$ cat src/hdl/btq_pkg.sv
// ----------------------------------------------------------------------------
// btq_pkg
// Types and constants shared by the bounded top-k sorted queue and its cells.
// ----------------------------------------------------------------------------
package btq_pkg;

  localparam int MAX_SLOTS  = 8;
  localparam int NUM_GRAPHS = 64;
  localparam int HALF_SLOTS = MAX_SLOTS / 2;

  localparam int SLOT_W    = $clog2(MAX_SLOTS);
  localparam int COUNT_W   = $clog2(MAX_SLOTS + 1);
  localparam int SUPPORT_W = $clog2(NUM_GRAPHS + 1);
  localparam int KEY_W     = 32;
  localparam int SCORE_W   = 32;
  localparam int STAMP_W   = 32;
  localparam int GID_W     = 6;
  localparam int STATUS_W  = 3;
  localparam int TOPK_W    = 3;
  localparam int SUM_W     = SCORE_W + SLOT_W;

  localparam logic OP_OFFER = 1'b0;
  localparam logic OP_READ  = 1'b1;

  localparam logic [TOPK_W-1:0] TOPK_RESET = TOPK_W'(3);

  typedef enum logic [STATUS_W-1:0] {
    ST_REJECTED = 3'd0,
    ST_ADDED    = 3'd1,
    ST_PRESENT  = 3'd2,
    ST_INSERTED = 3'd3,
    ST_EVICTED  = 3'd4,
    ST_READ     = 3'd5
  } status_t;

  typedef enum logic [1:0] {
    ACT_NONE      = 2'd0,
    ACT_ADD_GRAPH = 2'd1,
    ACT_INSERT    = 2'd2
  } action_t;

  typedef struct packed {
    logic                      operation;
    logic [KEY_W-1:0]          pattern_key;
    logic [GID_W-1:0]          graph_index;
    logic signed [SCORE_W-1:0] sample_score;
    logic [SLOT_W-1:0]         read_index;
  } in_item_t;

  typedef struct packed {
    status_t                   status;
    logic [SLOT_W-1:0]         slot;
    logic [COUNT_W-1:0]        entry_count;
    logic [KEY_W-1:0]          entry_key;
    logic [SUPPORT_W-1:0]      entry_support;
    logic signed [SCORE_W-1:0] entry_score;
    logic [STAMP_W-1:0]        entry_time;
  } out_item_t;

  typedef struct packed {
    logic [KEY_W-1:0]          key;
    logic signed [SCORE_W-1:0] score;
    logic [NUM_GRAPHS-1:0]     graphs;
    logic [STAMP_W-1:0]        stamp;
    logic [SUPPORT_W-1:0]      support;
  } entry_t;

  typedef struct packed {
    logic [KEY_W-1:0]          key;
    logic [GID_W-1:0]          graph_index;
    logic signed [SCORE_W-1:0] score;
    logic [STAMP_W-1:0]        stamp;
  } probe_t;

  typedef struct packed {
    logic match;
    logic has_graph;
    logic ranks_below;
  } flags_t;

  typedef struct packed {
    action_t           action;
    logic [SLOT_W-1:0] target;
    logic              evict;
  } cmd_t;

endpackage

$ cat src/hdl/btq_cell.sv
// ----------------------------------------------------------------------------
// btq_cell
// One queue slot: holds an entry, compares it with the offered pattern, adds
// graphs to it and moves data to or from its neighbors on an insert.
// ----------------------------------------------------------------------------
module btq_cell (
  input  logic                      clk,
  input  logic [btq_pkg::SLOT_W-1:0] cell_index,
  input  btq_pkg::probe_t           probe,
  input  btq_pkg::cmd_t             cmd,
  input  btq_pkg::entry_t           below,
  input  btq_pkg::entry_t           above,
  output btq_pkg::entry_t           entry,
  output btq_pkg::flags_t           flags
);

  btq_pkg::entry_t entry_next;
  btq_pkg::flags_t flags_next;
  btq_pkg::entry_t fresh;

  always_comb begin
    fresh         = '0;
    fresh.key     = probe.key;
    fresh.score   = probe.score;
    fresh.graphs  = btq_pkg::NUM_GRAPHS'(1) << probe.graph_index;
    fresh.stamp   = probe.stamp;
    fresh.support = btq_pkg::SUPPORT_W'(1);
  end

  always_comb begin
    entry_next = entry;
    case (cmd.action)
      btq_pkg::ACT_ADD_GRAPH: begin
        if (cmd.target == cell_index) begin
          entry_next.graphs[probe.graph_index] = 1'b1;
          entry_next.support = entry.support + btq_pkg::SUPPORT_W'(1);
          entry_next.stamp   = probe.stamp;
        end
      end
      btq_pkg::ACT_INSERT: begin
        if (cmd.target == cell_index) begin
          entry_next = fresh;
        end else if (cmd.evict && (cell_index < cmd.target)) begin
          entry_next = above;
        end else if (!cmd.evict && (cell_index > cmd.target)) begin
          entry_next = below;
        end
      end
      default: begin
      end
    endcase
  end

  // new entry has support 1; ties fall to score, then time stamp
  always_comb begin
    flags_next.match     = (entry.key == probe.key);
    flags_next.has_graph = entry.graphs[probe.graph_index];
    if (entry.support != btq_pkg::SUPPORT_W'(1)) begin
      flags_next.ranks_below = (entry.support > btq_pkg::SUPPORT_W'(1));
    end else if (entry.score != probe.score) begin
      flags_next.ranks_below = (probe.score < entry.score);
    end else begin
      flags_next.ranks_below = (probe.stamp < entry.stamp);
    end
  end

  always_ff @(posedge clk) begin
    entry <= entry_next;
    flags <= flags_next;
  end

endmodule

$ cat config.mk
export PLATFORM = sky130hd
export DESIGN_NAME = btq_cell
export DESIGN_NICKNAME = d
export VERILOG_FILES = /design/src/hdl/btq_pkg.sv /design/src/hdl/btq_cell.sv
export SDC_FILE = /design/constraint.sdc
export NUM_CORES = 1
export LEC_CHECK = 0
export BUFFER_PORTS_ARGS = -buffer_cell sky130_fd_sc_hd__clkbuf_2
export CORE_AREA = 4 4 240 242
export CTS_BUF_LIST = sky130_fd_sc_hd__clkbuf_8 sky130_fd_sc_hd__clkbuf_16
export CTS_CLUSTER_SIZE = 20
export DETAILED_ROUTE_END_ITERATION = 8
export DIE_AREA = 0 0 244 246
export GPL_ROUTABILITY_DRIVEN = 1
export HOLD_SLACK_MARGIN = 0.03
export PLACE_DENSITY = 0.48
export RECOVER_POWER = 25
export SLEW_MARGIN = 10
export SYNTH_ARGS = -nofsm -noshare
export SYNTH_HDL_FRONTEND = slang
export SYNTH_SLANG_ARGS = --single-unit
$ cat constraint.sdc
create_clock -name clk -period 9.84 [get_ports clk]
set_input_delay 0.984 -clock clk [delete_from_list [all_inputs] [get_ports clk]]
set_output_delay 0.984 -clock clk [all_outputs]
set_load 0.02 [all_outputs]
Yosys cells after proc, flatten, opt, wreduce, memory -nomap -nowiden. Cells that the tools add are included.

$add $sub $neg: 1. Multiplexer cells: 11. Eq/ne operators: 8. Reductions and logical operators: 8. Shifts and indexed selects: 1. $lt $le $gt $ge: 7. Bitwise gates (word level): 1.

Operators with widths (count): 2-to-1 mux 167 bit (3); case mux 103 bit (2 select lines) (1); 2-to-1 mux 103 bit (1); < comparator 32 bit (2); bitwise OR 64 bit (1); left shift 1 x 6 -> 64 bit (first input constant) (1); == test 32 bit (1); != test 32 bit (1); adder 7 x 1 -> 7 bit (second input constant) (1); > comparator 7 x 1 -> 1 bit (second input constant) (1); < comparator 6 x 7 -> 1 bit (second input constant) (1); != test 7 x 1 -> 1 bit (second input constant) (1); binary-select mux 1 bit (select 6 bit) (1); demux 1 bit (select 6 bit) (1); greater-or-equal comparator 6 x 1 -> 1 bit (second input constant) (1); 2-to-1 mux 1 bit (4); != test 4 bit (second input constant) (1); == test 3 bit (1); > comparator 3 bit (1); logical AND 1 bit (3); < comparator 3 bit (1); AND reduction 3 bit (1); nonzero test 3 bit (1); == test 2 x 1 -> 1 bit (second input constant) (1); 5 further kinds (5).

Output and inout bits: 170. Logic and storage cells: 45. Register bits: 170. Input port bits: 446.

Longest topological paths before layout. Gate-level depths: netlist (run 1).

Depth after elaboration: 7. Gate-level depth with buffers: 11.

Least setup slack after synthesis (run 1). Ideal clock, no wire load.

Path kind: in2reg. Start: input cmd[3] (netlist bit). End: register entry[0] (netlist bit) (enable). Data arrival time: 6.604 ns. Path buffers: 3. Slack: 2.812 ns. Stages on the path: 9. Cell sequence: inv_1 > ha_1 > and3_1 > clkbuf_1 > clkbuf_1 > clkbuf_1 > nor2_1 > nor2_1 > a31o_2.

Word-level cells in the longest chain between the ends: 4. Elaborated cells between the ends (all ways): 8. Classes of those cells: order compare: 2; eq/ne: 3; reduce/logical: 3.

RTL lines: start, declared (RTL line btq_cell.sv:10) `input btq_pkg::cmd_t cmd,`; < comparator 3 bit or > comparator 3 bit (tied branches) (RTL line btq_cell.sv:43, btq_cell.sv:45); logical AND 1 bit (on tied branches) (RTL line btq_cell.sv:43, btq_cell.sv:45); != test 4 bit (no source line); AND reduction 3 bit (no source line) (*); end signal, assigned (RTL line btq_cell.sv:68) `entry <= entry_next;`; end, declared (RTL line btq_cell.sv:13) `output btq_pkg::entry_t entry,`.

Mark *: on every way between the ends. The rest lies on a longest branch, timed or not. A chain may end at the register's enable or synchronous reset.

Worst setup path in the final report (run 1).
Start: input cmd[2] (netlist bit). End: register entry[4] (netlist bit) (enable).

The elaborated chain is that of the path after synthesis.

==> results.txt, run 1 <==
----------------------------------------------------
[Drt]
  Routed vias/inst ... 4.73
  DRC violations left ... 0
  Routed wirelength normalized by instance count ... 21.3 µm
  Iter 0 DRT Violations ... 843
  First-pass iteration count of the detailed router ... 5
  Final wirelength ... 55,800 µm
  Vias ... approximately 12,000
  Routed Antenna Nets ... 0

[Synth]
  Yosys cell types ... 43
  Number of warnings issued by yosys ... 0
  Share of flip-flops with an asynchronous set or reset ... 0%
  Most common flop cell mapped by yosys ... sky130_fd_sc_hd__edfxtp_1
  Flop and latch count out of synthesis ... 170
  Count of mapped cells out of synthesis ... 1,305
  Total nets after synthesis ... 1,819
  Number of enable flip-flop cells after synthesis ... ~170
  Mapped Avg Cell Area ... 9.35 µm²
  Share of synthesized area occupied by flip-flops and latches ... between 40% and 50%
  Total standard cell area after synthesis ... 12,200 µm²

[Setup path]
  Critical register-to-register path startpoint ... entry[134]
  Largest delay contributor family on the critical path ... buffers and inverters
  Worst path bufs/invs ... 4
  Master of the slowest instance on the critical path ... sky130_fd_sc_hd__buf_4
  Setup CP Type ... input port to register
  Required time of the critical path ... 9.95 ns
  Startpoint of the most critical setup path ... cmd[2]
  Critical-path maximum fanout ... 65
  Startpoint kind of the worst setup timing path ... input port
  Cells traversed along the worst timing path ... clkbuf_2 -> inv_1 -> ha_1 -> a21o_1 -> a21oi_1 -> xnor2_1 -> nor2_1 -> nor2_4 -> buf_4 -> a31o_4 -> buf_4
  Cell repeated most along the worst path ... sky130_fd_sc_hd__buf_4
  Crit path largest cell delay ... 0.79 ns
  Worst EP arrival ... 4.51 ns
  Type of element capturing the critical path ... register

[Flow run]
  Number of maximum-capacitance constraint violations ... 0

[Timing]
  Worst slew pin tran ... 1.24 ns
  Hold Violations, Final ... 0
  Setup TNS Final ... 0 ns
  Highest Clock Rate ... between 0.2 and 0.25 GHz
  Fin crit period ... between 4 and 5 ns
  Setup clock skew after layout ... roughly 0.014 ns
  Final WS setup ... 5.43 ns
  Fin. max-slew vios ... 0
  Worst slew margin ... 17.0%
  Final critical-path share of the clock period ... 44.8%
  Endpoints failing setup ... 0
  Unrepaired setup endpoints after global routing ... no

[Clocking]
  Root cell of the clock tree ... sky130_fd_sc_hd__clkbuf_16
  Sinks on Clock Net ... 170
  Number of buffers inserted by hold repair at cts ... 0
  Buffer depth of the longest clock path ... 2
  TritonCTS clock tree ... yes
  Number of levels in the clock H-tree ... 4
  Clk Latency, worst-skew pair ... 0.49 ns
  Clock-pin slew of the registers on the worst-case setup and hold paths ... 0.08 ns
  Setup Buffers After CTS ... 0
  TritonCTS buffer count ... 17
  Total of cells resized after clock tree synthesis ... 0

[Place]
  Worst Setup Slack post-DPL ... 4.89 ns
  Global placement routability congestion ... 0.907
  Count of buffers inserted at the top-level ports ... 615
  DP Wirelength ... ~44,000 µm

[Global routing]
  Maximum number of pins on one net before global-route repair ... 93
  Wire length of the first global-routing pass ... about 80,000 µm
  Total routing usage reported by global routing ... 17.8%
  Number of global-route vias before repair ... 12,700
  Total overflow reported by the global router ... 0
  Initial antenna violation count ... 5

[Pwr]
  Power density normalized to cell area ... 141 nW/µm²
  Total power after layout ... 2.32 mW
  IR drop worst, VDD ... 0.000136 V
  Total leakage power ... 7.13 nW

[Floorplan]
  Area inside the core boundary ... 55,100 µm²
  Vertical extent of the die ... 246 µm
  Total I/O pin count ... about 620
  Placement Rows ... 86
  Horizontal die dimension ... 244 µm
  Initial standard-cell utilization of the core ... about 22%
  Die Area ... between 60,000 and 70,000 µm²

[Hold path]
  HP Start ... entry[47]
  Worst min-delay path class ... register to register

[Cells and area]
  Utilization after layout ... 29.8%
  Area growth from synthesis to layout ... 34.5%
  Total number of nets in the final design ... approximately 2,400
  Proportion of layout cells with a drive suffix above 1 ... a little under a third
  Number of inserted filler cells in the final layout ... 6,011

[Run status]
  Result of the run ... complete, no violations

----------------------------------------------------
-- synthesized netlist by cell type (33+ instances only) --
library cell | n | share of area [%]
sky130_fd_sc_hd__ha_1 | 68 | 7.0
sky130_fd_sc_hd__a21oi_1 | 58 | 2.4
sky130_fd_sc_hd__edfxtp_1 | 167 | 41
sky130_fd_sc_hd__a31oi_1 | 48 | 2.5
sky130_fd_sc_hd__inv_1 | 72 | 2.2
sky130_fd_sc_hd__o21ai_0 | 118 | 4.8
sky130_fd_sc_hd__o211ai_1 | 35 | 2.2
sky130_fd_sc_hd__clkbuf_1 | 71 | 2.2
sky130_fd_sc_hd__nor2_1 | 55 | 1.7
sky130_fd_sc_hd__mux2i_1 | 71 | 5.8
sky130_fd_sc_hd__o21ai_1 | 40 | 1.6
sky130_fd_sc_hd__mux2_2 | 33 | 3.0
sky130_fd_sc_hd__nand2_1 | 237 | 7.3
sky130_fd_sc_hd__xor2_1 | 36 | 2.6
-- kinds of logic after synthesis --
kind of cell               count (synthesis)  synth area share [%]
AOI/OAI and AO/OA                        366                  17.8
xor gates and xnor gates                  38                  2.73
adders and majority gates                 68                  6.97
buffers and inverters                    163                  5.20
DFF                                      170                  41.6
muxes                                    125                  12.7
and+or+nand+nor                          375                  13.0
-- final timing paths --
kind,slack (ns),end,depth (start not counted)
worst min register to register,0.65,entry[47],2
worst min-delay path,0.65,entry[47],2
worst max register to register,7.06,flags[0],9
worst max-delay path,5.43,entry[4],11
-- cells in the final DEF, fill, tap and decap left out, types with 3 or more instances in the layout --
master	netlist	layout
sky130_fd_sc_hd__dfxtp_1	3	3
sky130_fd_sc_hd__nand2b_1	7	7
sky130_fd_sc_hd__nand2_1	237	236
sky130_fd_sc_hd__mux2i_1	71	71
sky130_fd_sc_hd__inv_1	72	74
sky130_fd_sc_hd__a21oi_1	58	58
sky130_fd_sc_hd__nor4_1	11	11
sky130_fd_sc_hd__o21ai_1	40	40
sky130_fd_sc_hd__mux2_2	33	33
sky130_fd_sc_hd__ha_1	68	68
sky130_fd_sc_hd__nor2_4	0	3
sky130_fd_sc_hd__o21ai_0	118	118
sky130_fd_sc_hd__a32oi_1	20	20
sky130_fd_sc_hd__edfxtp_1	167	167
sky130_fd_sc_hd__and2_1	4	3
sky130_fd_sc_hd__clkinv_4	0	3
sky130_fd_sc_hd__a21o_1	18	18
sky130_fd_sc_hd__buf_4	0	12
sky130_fd_sc_hd__nor2_1	55	52
sky130_fd_sc_hd__a221o_1	4	4
sky130_fd_sc_hd__nand4_1	13	13
sky130_fd_sc_hd__clkbuf_2	0	489
sky130_fd_sc_hd__xor2_1	36	36
sky130_fd_sc_hd__a31oi_1	48	48
sky130_fd_sc_hd__a211oi_1	14	14
sky130_fd_sc_hd__clkbuf_16	0	17
sky130_fd_sc_hd__and3_1	5	4
sky130_fd_sc_hd__nor2b_1	8	8
sky130_fd_sc_hd__nand3_1	22	22
sky130_fd_sc_hd__clkbuf_1	71	126
sky130_fd_sc_hd__mux4_2	21	21
sky130_fd_sc_hd__o211ai_1	35	35
sky130_fd_sc_hd__nor3_1	7	7
sky130_fd_sc_hd__diode_2	0	4
sky130_fd_sc_hd__o22ai_1	6	6
-- registers in the layout, summed over array words and instances (netlist names) --
signal,flops
entry,167
flags,3
-- power by group --
group          total [mW]  internal [mW]  switching, mW
sequential          0.945          0.891         0.0537
clock               0.708          0.384          0.324
combinational       0.667          0.251          0.416
-- area by class of cell --
type	count	area, µm²	area share, %
diodes	4	10.0	0.0609
clock buffers	19	453	2.76
clock inverters	12	128	0.777
inverters	72	270	1.65
multi-input cells	972	6540	39.8
flip-flops and latches	170	5070	30.9
well taps	748	936	5.70
repair buffers	627	3010	18.3
-- metal layers --
layer | track usage [%] | vias to the layer above | share of wire (%)
met5 | 0 | - | 0.013
met4 | 6.94 | 2 | 2.7
met3 | 4.77 | 75 | 7.6
met2 | 30.9 | 581 | 50
met1 | 21.0 | 5846 | 40
li1 | - | 5910 | -
-- worst min-delay path: stages, from the launching register on --
cell,delay (ns)
sky130_fd_sc_hd__edfxtp_1,0.38
sky130_fd_sc_hd__a21oi_1,0.05
sky130_fd_sc_hd__o21ai_1,0.11
-- stage by stage --
step | std cells | area, µm² | hold WS (ns)
after detailed placement | 2589 | 16000 | 0.629
after global routing | 2623 | 16400 | 0.667
after floorplan | 1305 | 12200 | 0.703
after global placement | 2589 | 16000 | 0.615
after CTS | 2620 | 16600 | 0.648
final | 2624 | 16400 | 0.648
Power figures use the tool's default switching activity.
==> inputs of run 2 (changes only) <==
- clock period: 9.84 -> 4.1 ns (I/O delays scaled with it)
==> run 2 against run 1 <==
  * First-iteration DRC count shrank 17%
  * Via count grew 0.79%
  * Combinational power grew 140%
  * Die area is the same
  * Clock-buffer cell count shrank 2
  * Largest cell class unchanged
  * Highest routed layer unchanged
==> results.txt, run 2 (same netlist as run 1, synthesis figures left out) <==
----------------------------------------------------
[Timing]
  Fin. max-slew vios ... 0 (unchanged)
  Worst slew margin ... 36.7% (+20 points)
  Endpoints failing setup ... 0 (unchanged)
  Setup TNS Final ... 0 ns (unchanged)
  Hold Violations, Final ... 0 (unchanged)
  Final critical-path share of the clock period ... 70.1%
  Unrepaired setup endpoints after global routing ... no
  Worst slew pin tran ... 0.949 ns (-0.294 ns)
  Fin crit period ... 2.87 ns
  Highest Clock Rate ... around 0.35 GHz
  Final WS setup ... 1.23 ns (-4.21 ns)
  Setup clock skew after layout ... 0.0148 ns (+0.00124 ns)

[Cells and area]
  Largest Register ... entry
  Area taken by flip-flops and latches ... 5070 µm² (unchanged)
  Inserted Diodes ... 0 (-4)
  Final std cells w/o fill ... 2,629 (+0.19%)
  Total number of nets in the final design ... 2,382 (+0.34%)
  Number of inserted filler cells in the final layout ... 6,018 (+0.12%)
  Largest registers in the final layout ... entry: 167 flops, flags: 3 flops
  Area growth from synthesis to layout ... 35.6%
  Proportion of layout cells with a drive suffix above 1 ... 32.0% (+0.27 points)
  Leading cell types in the layout, fill and taps excluded ... sky130_fd_sc_hd__clkbuf_2, sky130_fd_sc_hd__nand2_1, sky130_fd_sc_hd__edfxtp_1, sky130_fd_sc_hd__clkbuf_1, sky130_fd_sc_hd__o21ai_0
  Number of flip-flops in the largest register ... 167 (unchanged)
  Utilization after layout ... 30.1% (+0.24 points)
  Area of combinational cells with multiple inputs ... 6540 µm² (unchanged)
  Most frequent standard cell in the layout excluding fill and tap cells ... sky130_fd_sc_hd__clkbuf_2

[Clocking]
  Sinks on Clock Net ... 170 (unchanged)
  Root cell of the clock tree ... sky130_fd_sc_hd__clkbuf_16
  Number of buffers inserted by hold repair at cts ... 0 (unchanged)
  Clock-pin slew of the registers on the worst-case setup and hold paths ... 0.07 ns (about the same)
  Setup Buffers After CTS ... 0 (unchanged)
  Total of cells resized after clock tree synthesis ... 0 (unchanged)
  Number of levels in the clock H-tree ... 4 (unchanged)
  Clk Latency, worst-skew pair ... 0.49 ns (about the same)
  TritonCTS clock tree ... yes
  Buffer depth of the longest clock path ... 2 (unchanged)
  TritonCTS buffer count ... 17 (unchanged)

[Setup path]
  Startpoint kind of the worst setup timing path ... register
  Critical-path maximum fanout ... 4 (-94%)
  Total number of cells along the worst setup path ... 9 (-2)
  Worst path bufs/invs ... 1 (-3)
  Startpoint of the most critical setup path ... entry[134]
  R2r worst-path depth ... 9 (unchanged)
  Cells traversed along the worst timing path ... inv_1 -> ha_1 -> nand4_1 -> nor4_1 -> nor3b_1 -> o31ai_1 -> a31oi_1 -> a21o_1 -> a31oi_1
  Setup CP Type ... register to register
  Capturing point of the worst reg2reg path ... flags[0]
  Largest delay contributor family on the critical path ... simple AND/OR/NAND/NOR gates
  Critical register-to-register path startpoint ... entry[134]
  Type of element capturing the critical path ... register
  Worst EP arrival ... 3.23 ns (-1.28 ns)
  Crit path largest cell delay ... 0.60 ns (-0.19 ns)
  Master of the slowest instance on the critical path ... sky130_fd_sc_hd__nor4_1
  Destination of the critical timing path ... flags[0]
  Cell repeated most along the worst path ... sky130_fd_sc_hd__a31oi_1
  Required time of the critical path ... 4.46 ns (-5.49 ns)
  Flop2flop setup slack ... 1.23 ns (-5.83 ns)

[Place]
  DP Wirelength ... 46,000 µm (+3.5%)
  Count of buffers inserted at the top-level ports ... 615 (unchanged)
  Worst Setup Slack post-DPL ... 1.10 ns (-3.78 ns)
  Cell count after placement ... 2,597 (+0.31%)
  Global placement routability congestion ... 0.887 (-2.2%)

[Pwr]
  Sw frac ... 34.0% (-0.20 points)
  IR drop worst, VDD ... 0.000359 V (+160%)
  Internal portion of total power ... 3.71 mW (+140%)
  Sequential share of power ... 40.4% (-0.3 points)
  Sw Pwr ... 1.91 mW (+140%)
  Fraction of power consumed by the clock network ... 30.6% (about the same)
  Combinational power share ... 28.9% (about the same)
  Power density normalized to cell area ... 339 nW/µm² (+140%)
  Total leakage power ... 7.21 nW (+1.1%)
  Total power after layout ... 5.62 mW (+140%)

[Global routing]
  Maximum number of pins on one net before global-route repair ... 93 (unchanged)
  Number of global-route vias before repair ... 12,700 (-0.35%)
  Initial antenna violation count ... 4 (-1)
  Total routing usage reported by global routing ... 18.2% (+0.43 points)
  Wire length of the first global-routing pass ... 81,800 µm (+2.2%)
  Total overflow reported by the global router ... 0 (unchanged)

[Floorplan]
  Die Area ... 60,000 µm² (unchanged)
  Initial standard-cell utilization of the core ... 22.2% (unchanged)
  Horizontal die dimension ... 244 µm (unchanged)
  Total I/O pin count ... 616 (unchanged)
  Placement Rows ... 86 (unchanged)
  Vertical extent of the die ... 246 µm (unchanged)
  Area inside the core boundary ... 55,100 µm² (unchanged)

[Run status]
  Result of the run ... complete, no violations

[Drt]
  Met3 wirelength from detailed routing ... 4260 µm (+0.66%)
  Vias ... 12,500 (+0.79%)
  Iter 0 DRT Violations ... 702 (-17%)
  DRC violations left ... 0 (unchanged)
  Total routed wire length on the met1 layer ... 22,500 µm (+0.44%)
  First-pass iteration count of the detailed router ... 7 (+2)
  Final wirelength ... 57,100 µm (+2.3%)
  Highest Signal Layer ... met5
  Routed Antenna Nets ... 0 (unchanged)
  Met2 Routed Length ... 29,300 µm (+5.9%)
  Routed vias/inst ... 4.76 (+0.60%)
  Routed wirelength normalized by instance count ... 21.7 µm (+2.1%)

[Hold path]
  Worst min-delay path class ... input port to register

[Flow run]
  Number of maximum-capacitance constraint violations ... 0 (unchanged)

----------------------------------------------------
[run 2: worst reg2reg max path: stages, from the launching register on]
cell and delay, ns:
sky130_fd_sc_hd__edfxtp_1 0.37, sky130_fd_sc_hd__inv_1 0.05, sky130_fd_sc_hd__ha_1 0.32, sky130_fd_sc_hd__nand4_1 0.19, sky130_fd_sc_hd__nor4_1 0.60, sky130_fd_sc_hd__nor3b_1 0.57
sky130_fd_sc_hd__o31ai_1 0.18, sky130_fd_sc_hd__a31oi_1 0.28, sky130_fd_sc_hd__a21o_1 0.11, sky130_fd_sc_hd__a31oi_1 0.07
[run 2: layout make-up]
class                      instances  share of cell area [%]
clock buffer                      17                    2.57
clock inverter                    15                   0.975
inverter                          72                    1.63
multi-input combinational        972                    39.5
sequential                       170                    30.6
tap                              748                    5.65
timing repair buffer             635                    19.0
[run 2: worst min-delay path by stage]
stage          slack (ns)  depth (start not counted)    endpoint  startpoint
4_1_cts              0.17                          3  entry[109]   probe[38]
5_1_grt              0.20                          3  entry[109]   probe[38]
2_1_floorplan        0.59                          1    flags[1]   probe[69]
3_5_place_dp         0.65                          2   entry[62]   entry[62]
6_report             0.23                          3  entry[104]   probe[33]
3_3_place_gp         0.64                          2   entry[62]   entry[62]
[run 2: power groups by stage]
| stage | combinational (mW) | sequential, mW | clock (mW) |
|---|---|---|---|
| after floorplan | 0.764 | 2.45 | 0 |
| after global placement | 1.66 | 2.31 | 0 |
| after detailed placement | 1.67 | 2.31 | 0 |
| after CTS | 1.68 | 2.27 | 1.78 |
| after global routing | 1.79 | 2.29 | 1.84 |
| final | 1.62 | 2.27 | 1.72 |
[run 2: metal layers]
metal	track usage, %	vias up
met5	0	-
met4	4.86	2
met3	5.09	54
met2	33.0	554
met1	21.1	5978
li1	-	5924
[run 2: metrics by stage]
step	cell area [µm²]	hold slack (ns)
detailed placement	16100	0.646
floorplan	12200	0.586
CTS	16700	0.173
finish	16600	0.227
global route	16600	0.204
global placement	16100	0.641
